**src/hw/rtl/csmh_pkg.sv**
```systemverilog
`default_nettype none
package csmh_pkg;

    // Default sizing of the block
    localparam int MAX_CUBOIDS_DEF = 128;
    localparam int SIDE_BITS_DEF   = 12;

    // Fixed port widths
    localparam int FIELD_BITS  = 12;
    localparam int HEIGHT_BITS = 19;
    localparam logic [HEIGHT_BITS-1:0] HEIGHT_MAX = {HEIGHT_BITS{1'b1}};

    // Result of the shared triple compare unit
    typedef struct packed {
        logic gt;    // x is lexicographically greater than y
        logic fits;  // every side of x is <= the matching side of y
    } t_cmp_res;

endpackage
`default_nettype wire

```
**src/hw/rtl/csmh_cmp.sv**
```systemverilog
`default_nettype none
// Shared compare unit: lexicographic order and side-by-side containment.
module csmh_cmp #(
    parameter int SW = csmh_pkg::SIDE_BITS_DEF
) (
    input  wire logic [3*SW-1:0] i_x,
    input  wire logic [3*SW-1:0] i_y,
    output csmh_pkg::t_cmp_res   o_res
);
    always_comb begin
        // smallest side sits in the top bits, so a plain compare is lexicographic
        o_res.gt   = (i_x > i_y);
        o_res.fits = (i_x[3*SW-1:2*SW] <= i_y[3*SW-1:2*SW]) &&
                     (i_x[2*SW-1:SW]   <= i_y[2*SW-1:SW]) &&
                     (i_x[SW-1:0]      <= i_y[SW-1:0]);
    end
endmodule
`default_nettype wire

```
**config.mk**
```make
export PLATFORM = sky130hd
export DESIGN_NAME = csmh_cmp
export DESIGN_NICKNAME = d
export VERILOG_FILES = /design/src/hw/rtl/csmh_pkg.sv /design/src/hw/rtl/csmh_cmp.sv
export SDC_FILE = /design/constraint.sdc
export NUM_CORES = 1
export LEC_CHECK = 0
export BUFFER_PORTS_ARGS = -buffer_cell sky130_fd_sc_hd__clkbuf_2
export CAP_MARGIN = 20
export CORE_ASPECT_RATIO = 1.4
export CORE_MARGIN = 2
export CORE_UTILIZATION = 39
export DETAILED_ROUTE_END_ITERATION = 8
export GPL_ROUTABILITY_DRIVEN = 0
export PLACE_DENSITY = 0.8
export SLEW_MARGIN = 25
export SYNTH_ARGS = -nofsm -noshare
export SYNTH_HDL_FRONTEND = slang
export SYNTH_SLANG_ARGS = --single-unit
export TNS_END_PERCENT = 5
```
**constraint.sdc**
```tcl
create_clock -name vclk -period 1.3
set_input_delay 0.065 -clock vclk [all_inputs]
set_output_delay 0.065 -clock vclk [all_outputs]
set_load 0.02 [all_outputs]
```
# After elaboration in Yosys (flattened, before gate mapping)
# Index checks and enable logic that the tools add are counted.
dict set report op_classes {
  magnitude_cmp 4
  reduce_logical 2
}
# op count
set op_table {}
lappend op_table {{36-bit greater-than comparator} 1}
lappend op_table {{12-bit <= comparator} 3}
lappend op_table {{1-bit logical AND} 2}
dict set report totals {
  register_bits 0
  in_bits 72
  out_inout_bits 2
  elab_cells 6
}

# Longest topological paths before layout
dict set report logic_depth {
  depth_word 3
  ltp_mapped 8
  ltp_nobuf 8
}

# Worst setup path after synthesis
# OpenSTA, ideal clock, no wires.
dict set report synth_path {
  path_kind {input port to output port}
  start {in i_y[10]}
  end {out o_res[1] (netlist bit)}
  t_arrival_ns 1.384
  required_time_ns 1.235
  slack_ns -0.149
  cell_stages 8
  n_path_buf 0
  path_cell_list {inv_1 ha_1 nand4_1 or2_2 a21oi_1 a2111o_1 a211oi_1 nor2_1}
}
# item line
set synth_rtl {}
lappend synth_rtl {{start: declaration} csmh_cmp.sv:7} ;# input wire logic [3*SW-1:0] i_y,
lappend synth_rtl {{end: declaration} csmh_cmp.sv:8} ;# output csmh_pkg::t_cmp_res o_res

==> key figures <==
Cells and area
  • Sequential cell area: 0 µm²
  • Most frequent cells in the layout: 71 x clkbuf_2, 38 x inv_1, 33 x ha_1, 13 x a21oi_1
  • Synth-to-layout area growth: 63.62%
  • Antenna cells: 0
  • Net count, final: about 340
  • Ratio of cells with drive above 1 in the final layout: about half
  • Flip-flop and latch count: 0
  • Most common library cell in the layout ignoring fill and taps: clkbuf_2
  • Fin area: about 1700 µm²
  • Clock buffers: 0

Floorplan
  • Die area: approximately 3000 µm²
  • Core ar.: between 2000 and 3000 µm²
  • DIE WIDTH: ~47 µm
  • Row cnt: 22
  • Chip Height: 64.76 µm
  • Starting density of the core: roughly 40%
  • I/O pins: 74

Synthesis
  • Syn_nets: between 200 and 300
  • Synthesized area per cell: approximately 7 µm²
  • Synth area leaders: ha_1 46%, inv_1 15%, a21oi_1 8.3%
  • Sequential area share after synthesis: 0%
  • Yosys top cell by area: ha_1
  • Post-synthesis cell count: ~140
  • Syn. warnings: 0
  • Synth cell types: 27
  • Netlist Area Pre-Place: a little over 1000 µm²
  • Top cell type's share of synthesized area: a little under half

Timing
  • Final worst path period need: about 1.6 ns
  • Final Hold Fails: 0
  • Endpoints failing setup: 2
  • Final worst setup slack: -0.3152 ns
  • RSZ-0062 raised after global routing: yes
  • Worst-margin pin slew: 0.2801 ns
  • Fmax: 619.1 MHz
  • Final Max Tran Viols: 0
  • Setup_tns: -0.6072 ns
  • Rel. slew slack: between 80% and 90%
  • Final worst-path cycle share: 124.2%

Power
  • Clock network fraction of design power: 0%
  • Flop pwr share: 0%
  • Cell Int Power: about 0.00028 W
  • NetSw: approximately 0.00023 W
  • Logic gate share of total power: 100.0%
  • Sw Share: between 40% and 50%
  • Max IR drop VDD: 0.1674 mV
  • Power per Cell Area: slightly above 300 nW/µm²
  • Standby leakage power: roughly 1.0 nW

Worst setup path
  • Crit end category: primary output
  • CP max stage delay: approximately 0.37 ns
  • WP data arrival: 1.55 ns
  • Setup crit end: o_res[1]
  • Crit path kind: input port to primary output
  • Setup crit start: i_y[1]
  • CP Cell Sequence: clkbuf_16 > inv_12 > ha_4 > nor2b_4 > o211ai_2 > a21oi_2 > a2111o_1 > a211oi_2 > nor2_2 > clkbuf_8
  • Worst-path fanout max: 2
  • Stages on the worst setup path: 10
  • Nature of the critical path startpoint: input port
  • Worst path top cell family by delay: compound AO/OA/AOI/OAI gates
  • Worst path bufs/invs: 3
  • Required time worst endpoint: between 1 and 1.5 ns
  • Slowest cell on crit path: a2111o_1

GRT
  • First-pass GRT wire length: 4.071 mm
  • Total GRT Usage: roughly 17%
  • Initial antenna violation count: 0
  • GR Overflow Total: 0
  • Number of global-route vias before repair: around 1200
  • Largest net degree at the start of global routing: 4

Outcome
  • Status: complete, but fails checks
  • Failing checks: setup timing

Routing
  • Vias: ~1300
  • DR iter-0 viols: 7
  • Via/cell ratio: approximately 4.8
  • WL final: between 2 and 3 mm
  • DRT Pass-1 Iters: 4
  • DRC: 0
  • Antenna-violating nets left: 0
  • Routed len/inst: 9.795 µm

Placed design
  • HPWL Detailed: about 2.4 mm
  • Placed cell areas: 1603 µm²
  • PortBufs: 74

Flow run
  • Max Cap Viol: 0

Hold path
  • HP Class: input port to primary output

Clocking
  • Post-CTS Setup Bufs: 0
  • Post-CTS Hold Buffers: 0
[layout make-up]
cell class,instances,area (µm²)
inverter,40,162.7
multi-input combinational,103,991.0
tap,36,45.04
fill,233,877.1
timing repair buffer,84,484.2
[how the worst min path moves through the flow]
stage / depth (start not counted) / endpoint / startpoint / slack, ns
floorplan: 4 / o_res[0] / i_x[11] / 0.58
global placement: 6 / o_res[0] / i_x[11] / 0.80
detailed placement: 6 / o_res[0] / i_x[11] / 0.81
CTS: 6 / o_res[1] / i_x[11] / 0.78
global route: 7 / o_res[1] / i_x[35] / 0.83
finish: 6 / o_res[1] / i_x[11] / 0.79
[metrics by stage]
stage,setup WS (ns),power [W],std cells,util [%],hold slack (ns)
after global placement,-0.4009,0.0004648,263,62.61,0.7979
after floorplan,-0.08913,0.0002779,143,-,0.5833
after detailed placement,-0.4241,0.0004769,263,62.61,0.8063
after CTS,-0.3740,0.0004998,263,64.08,0.7775
after global routing,-0.4097,0.0005923,263,65.74,0.8322
final,-0.3152,0.0005177,263,65.74,0.7914
[kinds of logic (layout without fill, tap and decap cells)]
group / Yosys count / count (layout) / synth area share (%)
simple gates: 29 / 29 / 16.54
compound gates: 36 / 36 / 22.63
fa+ha+maj: 38 / 38 / 46.23
buf+inv: 40 / 124 / 14.60
[power by group through the flow]
stage          clock network, W  logic, W  registers [W]
2_1_floorplan                 0  0.000278              0
3_3_place_gp                  0  0.000465              0
3_5_place_dp                  0  0.000477              0
4_1_cts                       0  0.000500              0
5_1_grt                       0  0.000592              0
6_report                      0  0.000518              0
[tightest hold or removal path: stages]
cell      delay (ns)
clkbuf_2        0.11
ha_4            0.12
a2111o_1        0.12
a211oi_2        0.07
nor2_2          0.09
clkbuf_8        0.15
[synth_stat cells]
library cell,number
nand4_2,1
nor3_1,1
nand3_1,3
o21ai_0,6
or2_2,1
ha_1,38
a2111o_1,1
and4_1,1
nor2b_1,1
nand2_1,10
o21a_1,1
nand2b_1,2
a221o_1,2
a21o_1,4
a21oi_2,1
and3_4,1
nor2_1,1
inv_1,40
a21oi_1,17
nand3_2,1
and3_1,1
o211ai_2,1
nand4_1,4
a211oi_1,1
o221a_2,1
nor3_2,1
o32ai_1,1
[layer usage]
layer  vias up  routed length, µm  track usage [%]
met3         0                208                0
li1        664                  -                -
met4         0                  0                0
met1       536                962            18.00
met5         -                  0                0
met2        60               1405            34.63
[timing repair]
action | CTS | global route
pin swaps | 6 | 8
endpoints found under the setup margin | 2 | 2
resized for setup | 7 | 8
No activity file was read; power rests on OpenSTA's default activity.
