<file path="config.mk">
export PLATFORM = sky130hd
export DESIGN_NAME = csmh_sort3
export DESIGN_NICKNAME = d
export VERILOG_FILES = /design/src/hw/rtl/csmh_pkg.sv /design/src/hw/rtl/csmh_sort3.sv
export SDC_FILE = /design/constraint.sdc
export NUM_CORES = 1
export LEC_CHECK = 0
export ABC_AREA = 1
export BUFFER_PORTS_ARGS = -buffer_cell sky130_fd_sc_hd__buf_4
export CAP_MARGIN = 30
export CORE_ASPECT_RATIO = 1.2
export CORE_MARGIN = 3
export CORE_UTILIZATION = 47
export DETAILED_ROUTE_END_ITERATION = 16
export GPL_TIMING_DRIVEN = 0
export PLACE_DENSITY = 0.86
export REMOVE_ABC_BUFFERS = 1
export SLEW_MARGIN = 20
export SYNTH_ARGS = -nofsm -noshare
export SYNTH_HDL_FRONTEND = slang
export SYNTH_SLANG_ARGS = --single-unit
</file>
<file path="constraint.sdc">
create_clock -name vclk -period 3.7
set_input_delay 0.185 -clock vclk [all_inputs]
set_output_delay 0.185 -clock vclk [all_outputs]
set_load 0.02 [all_outputs]
</file>
<file path="src/hw/rtl/csmh_pkg.sv">
`default_nettype none
package csmh_pkg;

    // Default sizing of the block
    localparam int MAX_CUBOIDS_DEF = 128;
    localparam int SIDE_BITS_DEF   = 12;

    // Fixed port widths
    localparam int FIELD_BITS  = 12;
    localparam int HEIGHT_BITS = 19;
    localparam logic [HEIGHT_BITS-1:0] HEIGHT_MAX = {HEIGHT_BITS{1'b1}};

    // Result of the shared triple compare unit
    typedef struct packed {
        logic gt;    // x is lexicographically greater than y
        logic fits;  // every side of x is <= the matching side of y
    } t_cmp_res;

endpackage
`default_nettype wire

</file>
<file path="src/hw/rtl/csmh_sort3.sv">
`default_nettype none
// Mask three sides and order them ascending; smallest side in the top bits.
module csmh_sort3 #(
    parameter int SW = csmh_pkg::SIDE_BITS_DEF
) (
    input  wire logic [csmh_pkg::FIELD_BITS-1:0] i_a,
    input  wire logic [csmh_pkg::FIELD_BITS-1:0] i_b,
    input  wire logic [csmh_pkg::FIELD_BITS-1:0] i_c,
    output logic [3*SW-1:0]                      o_triple
);
    logic [SW-1:0] a0, b0, c0, a1, b1, b2, c2, a3, b3;

    always_comb begin
        a0 = i_a[SW-1:0];
        b0 = i_b[SW-1:0];
        c0 = i_c[SW-1:0];
        // first exchange: a, b
        a1 = (a0 > b0) ? b0 : a0;
        b1 = (a0 > b0) ? a0 : b0;
        // second exchange: b, c
        b2 = (b1 > c0) ? c0 : b1;
        c2 = (b1 > c0) ? b1 : c0;
        // third exchange: a, b
        a3 = (a1 > b2) ? b2 : a1;
        b3 = (a1 > b2) ? a1 : b2;
        o_triple = {a3, b3, c2};
    end
endmodule
`default_nettype wire

</file>
==> metrics.txt, run 1 <==
result of the run=aborted with a tool error; stage reached=4_1_cts; tool error=[ERROR DPL-0038] Utilization greater than 100%, impossible to legalize; Die X=63.22 um; synth warn=0; synthesized area=1847 um^2; die outline height=74.67 um; Seq/Total Area, Yosys=0; postcts setup bufs=92; largest area contributor in the netlist=nand2_1; Placer Congestion=0.8126; Synth top cells by count=nand2_1 (153), nand3_1 (52), inv_1 (38), ha_1 (36), o21ai_0 (16); Distinct cells, synth=24; Detailed Place HPWL=4.029 mm; Cells after Synth=357; Top Ports=72; share of the synthesized area in the top cell type=0.3110; Avg Cell Area, Syn=5.173 um^2; CTS Hold Bufs=0; Area contributors post-synth=nand2_1 (31%), ha_1 (24%), nand3_1 (14%); most common cell in the synthesized netlist=nand2_1; Row Count=24; Initial Utilization=0.5000; Post-CTS Resized=223; port bufs=72
## cell families after synthesis
group / count (synthesis) / synth area share
AND/OR/NAND/NOR: 225 / 0.5149
buffers and inverters: 53 / 0.1172
adder cells (fa/ha/maj): 36 / 0.2439
AO/OA/AOI/OAI: 43 / 0.1240
## per-stage QoR
stage / instance area [um^2] / setup WS [ns] / hold slack, ns / utilization / cells
after global placement: 2386 / -2.395 / 0.7107 / 0.6460 / 468
after detailed placement: 2386 / -2.455 / 0.7146 / 0.6460 / 468
after floorplan: 1780 / -0.9703 / 0.6265 / - / 344
==> run 2: changes to the inputs <==
- CORE_ASPECT_RATIO: 1.2 -> unset
- CORE_UTILIZATION: 47 -> 40
- PLACE_DENSITY: 0.86 -> unset
- PLACE_DENSITY_LB_ADDON: unset -> 0.15
- clock period: 3.7 -> 4.8 ns (I/O delays scaled with it)
==> run 2 against run 1 <==
  * The flow now finishes without violations
  * Synthesized cell count is the same
  * Area after synthesis unchanged
==> metrics.txt, run 2 <==
Detailed Place HPWL=4.302 mm (+6.8%); antenna violations before repair=0; Gate power share=1.000; via count=2614; CP Capture Type=output port; Synth-to-Final Area Change=59.35%; Tot GR Track Use=0.2073; sw frac=0.5861; grt ovf=0; pwr/cell area=367.1 nW/um^2; fin crit period=4.591 ns; WL/cell=14.09 um; Initial Utilization=0.4184 (-0.08163); dpl ws=-1.192 ns (+1.264 ns); synthesized area=1847 um^2 (unchanged); Hold Path Sink=o_triple[0]; largest vdd supply drop=0.0002274 V; Nets=510; synth warn=0 (unchanged); Seq/Total Area, Yosys=0 (unchanged); Seq pwr share=0; Req. time, crit path=4.56 ns; Hold Path Depth=4; Final Hold Fails=0; DRC Markers=0; crit path launch type=input port; # diodes=0; most common cell in the synthesized netlist=nand2_1; final setup fails=0; share of the synthesized area in the top cell type=0.3110 (unchanged); result of the run=complete, no violations; Die X=73.95 um (+17%); hold path start=i_c[0]; Top Ports=72 (unchanged); Initial DRC Count=127; fraction of layout cells with a size suffix above 1=0.3372; Synth top cells by count=nand2_1 (153), nand3_1 (52), inv_1 (38), ha_1 (36), o21ai_0 (16); Pint=0.0004472 W; CLK BUF=0; achievable frequency=217.8 MHz; Overall Power=0.001080 W; Distinct cells, synth=24 (unchanged); max-slew violations=0; Core Region=4414 um^2; Antenna Nets Post-Route=0; Row Count=24 (unchanged); port bufs=72 (unchanged); share of the clock period used by the worst path=0.9564; largest area contributor in the netlist=nand2_1; fill count=414; Worst path slowest cell=ha_4; Final Routed Wirelength=6.876 mm; most frequent cells in the layout=nand2_1 (136), buf_4 (79), nand3_1 (41); Clock Power Share=0; net switching power=0.0006331 W; Lkg Pwr=1.690 nW; Max-Cap Viols=0; largest net degree at the start of global routing=35; Max-Slew Margin vs Limit=0.7051; router iterations before antenna repair=6; CP dominant cell by count=nand2_1; Area contributors post-synth=nand2_1 (31%), ha_1 (24%), nand3_1 (14%); post-route setup slack=0.2092 ns; leading cell type in the layout, fill and taps excluded=nand2_1; via/cell ratio=5.357; max incr delay on CP=0.27 ns; Worst-Margin Slew=0.4377 ns; Die ar.=5468 um^2; crit-path max FO=8; Crit path arrival time=4.35 ns; register area=0 um^2; Avg Cell Area, Syn=5.173 um^2 (unchanged); Setup crit start=i_b[9]; die outline height=73.95 um (-0.96%); CTS Hold Bufs=0 (unchanged); Cells after Synth=357 (unchanged); FF+latch count=0; number of global-route vias before repair=2182; hold crit path type=input port to output port; Placer Congestion=0.7965 (-2.0%); WS Path Type=input port to output port; first-pass GRT wire length=9.418 mm
-- run 2: cell counts after synthesis --
Identical to the previous run, type by type.
-- run 2: worst max-delay path by stage --
stage                         endpoint  slack (ns)  cells after the start
after floorplan           o_triple[12]        0.02                     27
after global placement    o_triple[12]       -1.57                     31
after detailed placement  o_triple[28]       -1.19                     33
after CTS                 o_triple[12]        0.11                     34
after global routing      o_triple[24]       -0.08                     32
final                     o_triple[24]        0.21                     31
-- run 2: kinds of logic (layout without fill, tap and decap cells) --
family | Yosys count | after routing | synth area share
buf+inv | 53 | 130 | 0.1172
fa+ha+maj | 36 | 36 | 0.2439
simple gates | 225 | 227 | 0.5149
compound gates | 43 | 43 | 0.1240
-- run 2: through the flow --
step                hold slack (ns)  setup TNS, ns  area [um^2]  instances  utilization
floorplan                    0.7365              0         1780        344            -
global route                 0.8436         -1.066         2943        488       0.6667
CTS                          0.8236              0         2534        477       0.5740
global placement             0.8212         -37.08         2386        468       0.5405
finish                       0.8231              0         2943        488       0.6667
detailed placement           0.8173         -28.15         2401        469       0.5439
-- run 2: layout make-up --
cell class                      count  area (um^2)  share of cell area
Timing Repair inverter              3        26.28            0.008929
Tap cell                           52        65.06             0.02211
Inverter                           40        178.9             0.06080
Multi-Input combinational cell    306         1946              0.6611
Timing Repair Buffer               87        726.9              0.2470
-- run 2: worst max-delay path, delay by kind of cell --
kind | cells | cell delay (ns)
compound gates | 3 | 0.39
fa+ha+maj | 3 | 0.73
buf+inv | 8 | 0.98
simple gates | 17 | 1.96
-- run 2: what timing repair did --
action                                  in CTS  in global routing
pin swaps                                    4                 18
cloned                                       1                  4
resized for setup                            9                 64
endpoints found under the setup margin      24                 24
endpoints found under the hold margin        0                  0
setup buffers                                7                  7
-- run 2: power groups by stage --
stage | combinational (W) | clock (W) | sequential, W
3_3_place_gp | 0.000843 | 0 | 0
2_1_floorplan | 0.000539 | 0 | 0
4_1_cts | 0.000919 | 0 | 0
3_5_place_dp | 0.000869 | 0 | 0
5_1_grt | 0.00118 | 0 | 0
6_report | 0.00108 | 0 | 0
-- run 2: per-layer routing --
metal	GRT usage	wire length, um	vias to the layer above
met5	0	0	-
met4	0.01610	220	0
met3	0.008108	596	19
met2	0.3730	3246	111
met1	0.2850	2813	1154
li1	-	-	1330
Note: power is estimated with default switching activity, not from simulation.
